===== config.mk =====
export PLATFORM = sky130hd
export DESIGN_NAME = stream_find_replace
export DESIGN_NICKNAME = d
export VERILOG_FILES = /design/src/rtl/sfr_pkg.sv /design/src/rtl/sfr_cfg_regs.sv /design/src/rtl/stream_find_replace.sv
export SDC_FILE = /design/constraint.sdc
export NUM_CORES = 1
export LEC_CHECK = 0
export ABC_CLOCK_PERIOD_IN_PS = 13470
export CAP_MARGIN = 20
export CORE_MARGIN = 1.5
export CORE_UTILIZATION = 30
export CTS_BUF_LIST = sky130_fd_sc_hd__clkbuf_4
export CTS_CLUSTER_SIZE = 16
export DETAILED_ROUTE_END_ITERATION = 10
export DONT_BUFFER_PORTS = 1
export PLACE_DENSITY = 0.56
export SLEW_MARGIN = 30
export SYNTH_ARGS = -nofsm -noshare
export SYNTH_HDL_FRONTEND = slang
export SYNTH_SLANG_ARGS = --single-unit

===== constraint.sdc =====
create_clock -name clk -period 13.47 [get_ports clk]
set_clock_uncertainty 0.2 [all_clocks]
set_input_delay 0.6735 -clock clk [delete_from_list [all_inputs] [get_ports clk]]
set_output_delay 0.6735 -clock clk [all_outputs]
set_load 0.02 [all_outputs]

===== src/rtl/sfr_pkg.sv =====
// ----------------------------------------------------------------------------
// sfr_pkg
// Shared types and constants for the stream find-and-replace block.
// ----------------------------------------------------------------------------
package sfr_pkg;

	localparam int MAX_PATTERN_DEF = 8;
	localparam int MAX_REPL        = 8;
	localparam int QDEPTH          = MAX_REPL + 1;
	localparam int LEN_W           = 4;
	localparam int CFG_IDX_W       = 2;
	localparam int CFG_DATA_W      = 64;

	// register indexes
	localparam logic [CFG_IDX_W-1:0] REG_PATTERN_BYTES     = 2'd0;
	localparam logic [CFG_IDX_W-1:0] REG_PATTERN_LEN       = 2'd1;
	localparam logic [CFG_IDX_W-1:0] REG_REPLACEMENT_BYTES = 2'd2;
	localparam logic [CFG_IDX_W-1:0] REG_REPLACEMENT_LEN   = 2'd3;

	// item kinds
	localparam logic KIND_CHAR = 1'b0;
	localparam logic KIND_END  = 1'b1;

	typedef struct packed {
		logic       kind;
		logic [7:0] ch;
	} in_item_t;

	typedef struct packed {
		logic [7:0] out_char;
		logic       has_char;
		logic       last;
	} out_item_t;

	typedef struct packed {
		logic [CFG_DATA_W-1:0] pattern;
		logic [CFG_DATA_W-1:0] repl;
		logic [LEN_W-1:0]      plen;
		logic [LEN_W-1:0]      rlen;
	} cfg_t;

endpackage


===== src/rtl/sfr_cfg_regs.sv =====
// ----------------------------------------------------------------------------
// sfr_cfg_regs
// Configuration registers; presents clamped pattern and replacement lengths.
// ----------------------------------------------------------------------------
module sfr_cfg_regs #(
	parameter int MAX_PATTERN = sfr_pkg::MAX_PATTERN_DEF
) (
	input  logic                             clk,
	input  logic                             arst_n,
	input  logic                             cfg_valid,
	input  logic [sfr_pkg::CFG_IDX_W-1:0]    cfg_index,
	input  logic [sfr_pkg::CFG_DATA_W-1:0]   cfg_data,
	output sfr_pkg::cfg_t                    cfg,
	output logic                             win_clear
);

	localparam int WIN_DEPTH = (MAX_PATTERN < 8) ? MAX_PATTERN : 8;
	localparam logic [sfr_pkg::LEN_W-1:0] PCAP = sfr_pkg::LEN_W'(WIN_DEPTH);
	localparam logic [sfr_pkg::LEN_W-1:0] RCAP = sfr_pkg::LEN_W'(sfr_pkg::MAX_REPL);

	logic [sfr_pkg::CFG_DATA_W-1:0] pattern_q;
	logic [sfr_pkg::CFG_DATA_W-1:0] repl_q;
	logic [sfr_pkg::LEN_W-1:0]      plen_q;
	logic [sfr_pkg::LEN_W-1:0]      rlen_q;

	always_ff @(posedge clk or negedge arst_n) begin
		if (!arst_n) begin
			pattern_q <= '0;
			repl_q    <= '0;
			plen_q    <= sfr_pkg::LEN_W'(1);
			rlen_q    <= '0;
		end else if (cfg_valid) begin
			case (cfg_index)
				sfr_pkg::REG_PATTERN_BYTES:     pattern_q <= cfg_data;
				sfr_pkg::REG_PATTERN_LEN:       plen_q    <= cfg_data[sfr_pkg::LEN_W-1:0];
				sfr_pkg::REG_REPLACEMENT_BYTES: repl_q    <= cfg_data;
				sfr_pkg::REG_REPLACEMENT_LEN:   rlen_q    <= cfg_data[sfr_pkg::LEN_W-1:0];
				default: ;
			endcase
		end
	end

	// a new pattern length drops whatever the window holds
	assign win_clear = cfg_valid && (cfg_index == sfr_pkg::REG_PATTERN_LEN);

	always_comb begin
		cfg.pattern = pattern_q;
		cfg.repl    = repl_q;
		if (plen_q == '0)
			cfg.plen = sfr_pkg::LEN_W'(1);
		else if (plen_q > PCAP)
			cfg.plen = PCAP;
		else
			cfg.plen = plen_q;
		cfg.rlen = (rlen_q > RCAP) ? RCAP : rlen_q;
	end

endmodule


===== src/rtl/stream_find_replace.sv =====
// ----------------------------------------------------------------------------
// stream_find_replace
// Streaming substring find-and-replace over a byte stream.
// ----------------------------------------------------------------------------
// Path: input register, then the result queue, whose head entry drives the output.
// Throughput: one item per cycle while each item yields at most one result and
//   the output does not stall; an item with several results holds the output while
//   the result queue drains one entry per cycle unless the output stalls, and input stalls meanwhile.
// Reset: clears control state and sets configuration to defaults; window
//   bytes are not cleared and no clearing pass is run.
module stream_find_replace #(
	parameter int MAX_PATTERN = sfr_pkg::MAX_PATTERN_DEF
) (
	input  logic                           clk,
	input  logic                           arst_n,
	input  logic                           src_valid,
	output logic                           src_stall,
	input  sfr_pkg::in_item_t              src_item,
	output logic                           res_valid,
	input  logic                           res_stall,
	output sfr_pkg::out_item_t             res_item,
	input  logic                           cfg_valid,
	output logic                           cfg_ready,
	input  logic [sfr_pkg::CFG_IDX_W-1:0]  cfg_index,
	input  logic [sfr_pkg::CFG_DATA_W-1:0] cfg_data
);

	localparam int WIN_DEPTH = (MAX_PATTERN < 8) ? MAX_PATTERN : 8;
	localparam int CNT_W     = $clog2(WIN_DEPTH + 1);
	localparam int QD        = sfr_pkg::QDEPTH;
	localparam int QCNT_W    = $clog2(QD + 1);
	localparam int LW        = sfr_pkg::LEN_W;

	sfr_pkg::cfg_t cfg;
	logic          win_clear;

	sfr_cfg_regs #(
		.MAX_PATTERN(MAX_PATTERN)
	) u_cfg (
		.clk       (clk),
		.arst_n    (arst_n),
		.cfg_valid (cfg_valid),
		.cfg_index (cfg_index),
		.cfg_data  (cfg_data),
		.cfg       (cfg),
		.win_clear (win_clear)
	);

	assign cfg_ready = 1'b1;

	// input register
	logic              valid_s1;
	sfr_pkg::in_item_t item_s1;

	// window state
	logic [7:0]       win_q [WIN_DEPTH];
	logic [CNT_W-1:0] cnt_q;

	// result queue, head entry is the output register
	sfr_pkg::out_item_t qbuf_q [QD];
	logic [QCNT_W-1:0]  qcnt_q;

	logic pop, proc;

	assign res_valid = (qcnt_q != '0);
	assign res_item  = qbuf_q[0];
	assign pop       = res_valid && !res_stall;
	assign proc      = valid_s1 && ((qcnt_q == '0) || ((qcnt_q == QCNT_W'(1)) && pop));
	assign src_stall = valid_s1 && !proc;

	always_ff @(posedge clk or negedge arst_n) begin
		if (!arst_n)
			valid_s1 <= 1'b0;
		else if (src_valid && !src_stall)
			valid_s1 <= 1'b1;
		else if (proc)
			valid_s1 <= 1'b0;
	end

	always_ff @(posedge clk) begin
		if (src_valid && !src_stall)
			item_s1 <= src_item;
	end

	// per-item datapath
	logic [LW-1:0]      cnt0, pos, fill, nres;
	logic               lead, match;
	logic [7:0]         wsh  [WIN_DEPTH];
	logic [7:0]         wnew [WIN_DEPTH];
	logic [7:0]         rb   [sfr_pkg::MAX_REPL];
	logic [WIN_DEPTH-1:0] eq;
	sfr_pkg::out_item_t ld [QD];
	logic [CNT_W-1:0]   cnt_nxt;

	always_comb begin
		cnt0 = (LW'(cnt_q) > cfg.plen) ? cfg.plen : LW'(cnt_q);
		lead = (cnt0 >= cfg.plen);
		pos  = lead ? (cnt0 - LW'(1)) : cnt0;
		fill = pos + LW'(1);

		for (int i = 0; i < WIN_DEPTH; i++) begin
			if (lead && (i < WIN_DEPTH - 1))
				wsh[i] = win_q[i + 1];
			else
				wsh[i] = win_q[i];
		end
		for (int i = 0; i < WIN_DEPTH; i++) begin
			wnew[i] = (LW'(i) == pos) ? item_s1.ch : wsh[i];
			eq[i]   = (wnew[i] == cfg.pattern[8*i +: 8]) || (LW'(i) >= cfg.plen);
		end
		match = (fill == cfg.plen) && (&eq);

		for (int j = 0; j < sfr_pkg::MAX_REPL; j++)
			rb[j] = cfg.repl[8*j +: 8];

		for (int k = 0; k < QD; k++)
			ld[k] = '0;

		if (item_s1.kind == sfr_pkg::KIND_END) begin
			// flush the window; an empty one gives a bare end marker
			for (int k = 0; k < WIN_DEPTH; k++) begin
				ld[k].out_char = win_q[k];
				ld[k].has_char = 1'b1;
				ld[k].last     = (LW'(k + 1) == cnt0);
			end
			if (cnt0 == '0) begin
				ld[0].out_char = '0;
				ld[0].has_char = 1'b0;
				ld[0].last     = 1'b1;
				nres           = LW'(1);
			end else begin
				nres = cnt0;
			end
			cnt_nxt = '0;
		end else begin
			for (int k = 0; k < QD; k++) begin
				ld[k].has_char = 1'b1;
				ld[k].last     = 1'b0;
				if (lead) begin
					if (k == 0)
						ld[k].out_char = win_q[0];
					else
						ld[k].out_char = rb[k - 1];
				end else if (k < sfr_pkg::MAX_REPL) begin
					ld[k].out_char = rb[k];
				end else begin
					ld[k].out_char = '0;
				end
			end
			nres    = LW'(lead) + (match ? cfg.rlen : LW'(0));
			cnt_nxt = match ? CNT_W'(0) : CNT_W'(fill);
		end
	end

	always_ff @(posedge clk or negedge arst_n) begin
		if (!arst_n)
			cnt_q <= '0;
		else if (win_clear)
			cnt_q <= '0;
		else if (proc)
			cnt_q <= cnt_nxt;
	end

	always_ff @(posedge clk) begin
		if (proc && (item_s1.kind == sfr_pkg::KIND_CHAR))
			win_q <= wnew;
	end

	always_ff @(posedge clk or negedge arst_n) begin
		if (!arst_n)
			qcnt_q <= '0;
		else if (proc)
			qcnt_q <= QCNT_W'(nres);
		else if (pop)
			qcnt_q <= qcnt_q - QCNT_W'(1);
	end

	always_ff @(posedge clk) begin
		if (proc) begin
			qbuf_q <= ld;
		end else if (pop) begin
			for (int k = 0; k < QD - 1; k++)
				qbuf_q[k] <= qbuf_q[k + 1];
		end
	end

`ifndef SYNTHESIS
	a_qcnt_range: assert property (@(posedge clk) disable iff (!arst_n)
		qcnt_q <= QCNT_W'(QD))
		else $error("result queue count out of range");

	a_cnt_range: assert property (@(posedge clk) disable iff (!arst_n)
		LW'(cnt_q) <= LW'(WIN_DEPTH))
		else $error("window count beyond depth");

	a_end_clears: assert property (@(posedge clk) disable iff (!arst_n)
		proc && (item_s1.kind == sfr_pkg::KIND_END) |=> cnt_q == '0)
		else $error("window not cleared after end of string");

	a_last_alone: assert property (@(posedge clk) disable iff (!arst_n)
		res_valid && res_item.last |-> qcnt_q == QCNT_W'(1))
		else $error("last result is not the final queued entry");

	a_load_empty: assert property (@(posedge clk) disable iff (!arst_n)
		proc |-> qcnt_q <= QCNT_W'(1))
		else $error("queue reloaded while results pending");
`endif

endmodule

==> results by group <==
Power
  – Power Density: 263.4 nW/µm²
  – Leak: roughly 0.0074 µW
  – Peak supply drop: 0.0002330 V

Global routing
  – Initial antenna violation count: 5
  – Vias in the first global route: 12.47k
  – Largest net degree at the start of global routing: 146
  – All-Layer GR Usage: 18.98%
  – GRT overflow: 0
  – First-pass GRT wire length: 79.52 mm

Synth
  – Register area share after synthesis: approximately 53%
  – Post-synth EDFFs: 162
  – Synth Instances: 1430
  – Synthesized area per cell: 11.31 µm²
  – Flops & latches, synth: 307
  – Async SR Flop Fraction: 47.23%
  – Top_reg_cell synth: edfxtp_1
  – Synth Net Count: approximately 1.5k
  – Yosys warns: 0
  – Mapped Area: approximately 16000 µm²
  – Yosys cell types: 77

Floorplan
  – Core area: around 53000 µm²
  – Starting density of the core: a little under a third
  – IO Pins: 93
  – Die area: around 55000 µm²
  – Row cnt: 84
  – Chip height: 235.2 µm
  – Die X-Extent: approximately 240 µm

STA
  – Slew Viols, Final: 0
  – Worst-margin pin slew: 0.9711 ns
  – F_max: 0.1116 GHz
  – Fin crit share: roughly 67%
  – Setup TNS: 0 ns
  – Worst hold margin: 0.06491 ns
  – Final setup violating endpoints: 0
  – Final hold violation count: 0
  – Fin worst setup slack: 4.508 ns
  – Min Tclk post-route: between 8 and 9 ns
  – Relative slew slack: 35.26%
  – RSZ-0062 raised after global routing: false

CTS
  – Clk pin slew, worst setup/hold paths: 0.07 ns
  – Root Driver: clkbuf_4
  – Post-CTS Setup Bufs: 0
  – H-tree depth: 3
  – CTS tree: done
  – Clk sinks: 307
  – Clock latency on the worst-skew pair: 0.84 ns
  – Number of CTS-inserted buffers: 84
  – CTS Buffer Depth: 3

Drt
  – Vias after detailed routing: 12.24k
  – First-pass DRT Iterations: 7
  – Initial DRC Count: 1015
  – # DRC: 0
  – Final ANT Viol Nets: 0
  – Via density: 5.376
  – Detailed Route WL: 52.48 mm
  – WL/cell: 23.05 µm

Critical path
  – FF-to-FF End: qcnt_q[1]
  – Crit Path Category: flip-flop to flip-flop
  – Startpoint types: flip-flop
  – Req. time, crit path: between 10 and 15 ns
  – R2R setup slack: ~4.5 ns
  – Reg2reg start: u_cfg.plen_q[1]
  – Worst r2r path cells: 27
  – WP data arrival: between 9 and 10 ns
  – Setup crit end kind: flip-flop
  – Critical path peak fanout: 80

Layout
  – Final Core Density: 35.34%
  – Layout fillers: 5327
  – NumNets Final: 1611
  – Area of the multi-input gates: approximately 7000 µm²
  – Area delta synth->final: 15.72%
  – Final non-filler cell total: 2277
  – Layout cells sized above 1: 20.93%
  – Register area: 8494 µm²

Placed design
  – Placed Instances: 2040
  – HPWL after DPL: 35.89 mm
  – I/O Buffers: 0
  – Worst slack, placed: approximately 4.6 ns
  – Final GP Congestion: a little under 0.9

Hold path
  – Worst hold path type: input pin to flip-flop
  – HP Start: cfg_index[1]
  – Worst Hold Depth: 2
  – Hold Path Sink: u_cfg.rlen_q[0]

Outcome
  – Status: finished clean

Run
  – Max-cap violations: 0
[what timing repair did]
item | CTS | global route
setup endpoints to repair | 0 | 0
hold buffers | 76 | 0
resized for setup | 0 | 0
endpoints found under the hold margin | 291 | 0
[registers in the layout, summed over array words and instances, names as in the netlist, 9 cells and up]
signal / cells
qbuf_q: 79
res_item: 10
win_q: 64
item_s1: 9
u_cfg.pattern_q: 64
u_cfg.repl_q: 64
[synth_stat cells, drive strengths merged, types with 3 or more instances]
master   count  area (µm²)
a31oi        3       18.77
o211ai      11       92.58
a21oi       74       370.4
or2          5       31.28
nor4        10       77.57
ha          16       200.2
o2111ai      5       43.79
mux2i       61       614.3
nand4b       4       35.03
a21boi       3       22.52
clkbuf      65       244.0
nand4        8       50.05
inv         62       232.7
o22ai        7       63.81
mux2       140        1577
nor3        24       125.1
xnor2       37       324.1
o211a        3       37.54
nand2b      13       81.33
xor2        43       376.6
a222oi       8       80.08
nor2b       11       68.82
a221oi      24       210.2
or3          4       25.02
a211oi      16       130.1
a221o       42       420.4
nand2      101       384.1
a21o         3       22.52
o21ai       61       324.1
o31ai        3       22.52
nor2       108       412.9
and2        18       112.6
dfrtp      144        3603
a2111oi      3       26.28
o41ai        3       26.28
buf         33       192.7
nand3       16       80.08
and3        50       312.8
edfxtp     162        4865
[metal layers]
metal  up-vias  part of all wire, %  track usage, %
li1       5513                    -               -
met1      6122                   45           25.71
met2       499                   46           30.15
met3       102                  6.7           4.362
met4         6                  2.4           5.647
met5         -                0.069               0
[layout make-up]
cell class	count	area share [%]
flip-flops and latches	307	45.38
multi-input cells	963	37.58
repair buffers	97	5.127
clock buffers	123	4.933
well taps	688	4.599
inverters	62	1.250
clock inverters	34	1.090
diodes	3	0.04011
[worst max-delay path: stages, from the launching register on]
cell       delay, ns
dfrtp_1         0.49
nor2b_1         0.32
inv_1           0.18
ha_1            0.33
nor2b_1         0.25
o211ai_2        0.19
a31oi_1         0.45
nand2_2         0.23
inv_2           0.21
ha_1            0.25
nand2b_1        0.14
a2111o_1        0.45
nand2_2         0.10
buf_4           0.74
o211a_1         0.33
a32o_1          0.60
mux2i_1         0.34
xnor2_1         0.15
o21ai_0         0.30
a2111oi_0       0.58
o2111ai_1       0.21
nor3_2          0.57
nand2b_1        0.17
nor2_1          0.15
ha_1            0.20
ha_1            0.24
a221oi_1        0.26
a21oi_1         0.11
[power by group]
group	total (µW)	switching (µW)	internal (µW)	leakage, µW
registers	1500	179	1320	0.00325
logic	2540	1600	943	0.00352
clock network	888	426	462	0.000666
[cell usage in the layout (no fill, tap or decap), types with 4 or more instances in the layout]
cell / instances
a211oi_1: 14
a21oi_1: 74
a221o_1: 42
a221oi_1: 24
a222oi_1: 8
and2_1: 18
and3_1: 50
buf_4: 19
clkbuf_4: 123
clkinv_1: 18
clkinv_2: 11
dfrtp_1: 144
dlygate4sd3_1: 75
edfxtp_1: 162
ha_1: 16
inv_1: 57
inv_2: 5
mux2_2: 140
mux2i_1: 60
nand2_1: 98
nand2b_1: 13
nand3_1: 16
nand4_1: 8
nand4b_1: 4
nor2_1: 106
nor2b_1: 11
nor3_1: 23
nor4_1: 9
o2111ai_1: 5
o211ai_1: 9
o21ai_0: 56
o22ai_1: 5
or2_2: 4
or3_1: 4
xnor2_1: 37
xor2_1: 43
[worst max path at each step]
stage,from,endpoint,slack (ns),depth (start not counted)
6_report,u_cfg.plen_q[1],qcnt_q[1],4.51,27
3_3_place_gp,u_cfg.plen_q[1],qcnt_q[1],4.82,27
4_1_cts,u_cfg.plen_q[1],qcnt_q[1],4.60,27
3_5_place_dp,u_cfg.plen_q[1],qcnt_q[1],4.65,27
5_1_grt,u_cfg.plen_q[1],qcnt_q[1],3.98,27
2_1_floorplan,u_cfg.plen_q[3],qcnt_q[1],6.77,31
[per-stage QoR]
| stage | cell area, µm² | total power [µW] |
|---|---|---|
| after floorplan | 16180 | 3339 |
| after global placement | 16770 | 3961 |
| after detailed placement | 16780 | 3986 |
| after CTS | 18680 | 4920 |
| after global routing | 18720 | 5234 |
| final | 18720 | 4930 |
[logic make-up (layout without fill, tap and decap cells)]
group	Yosys count	after routing	share of synthesized area, %
xor+xnor	80	80	4.332
mux	201	201	13.54
flops	307	307	52.51
buf+inv	160	316	4.138
compound gates	286	286	12.76
other cells	1	4	0.02318
fa+ha+maj	16	16	1.238
simple gates	379	379	11.45
(Power assumes the default switching activity.)
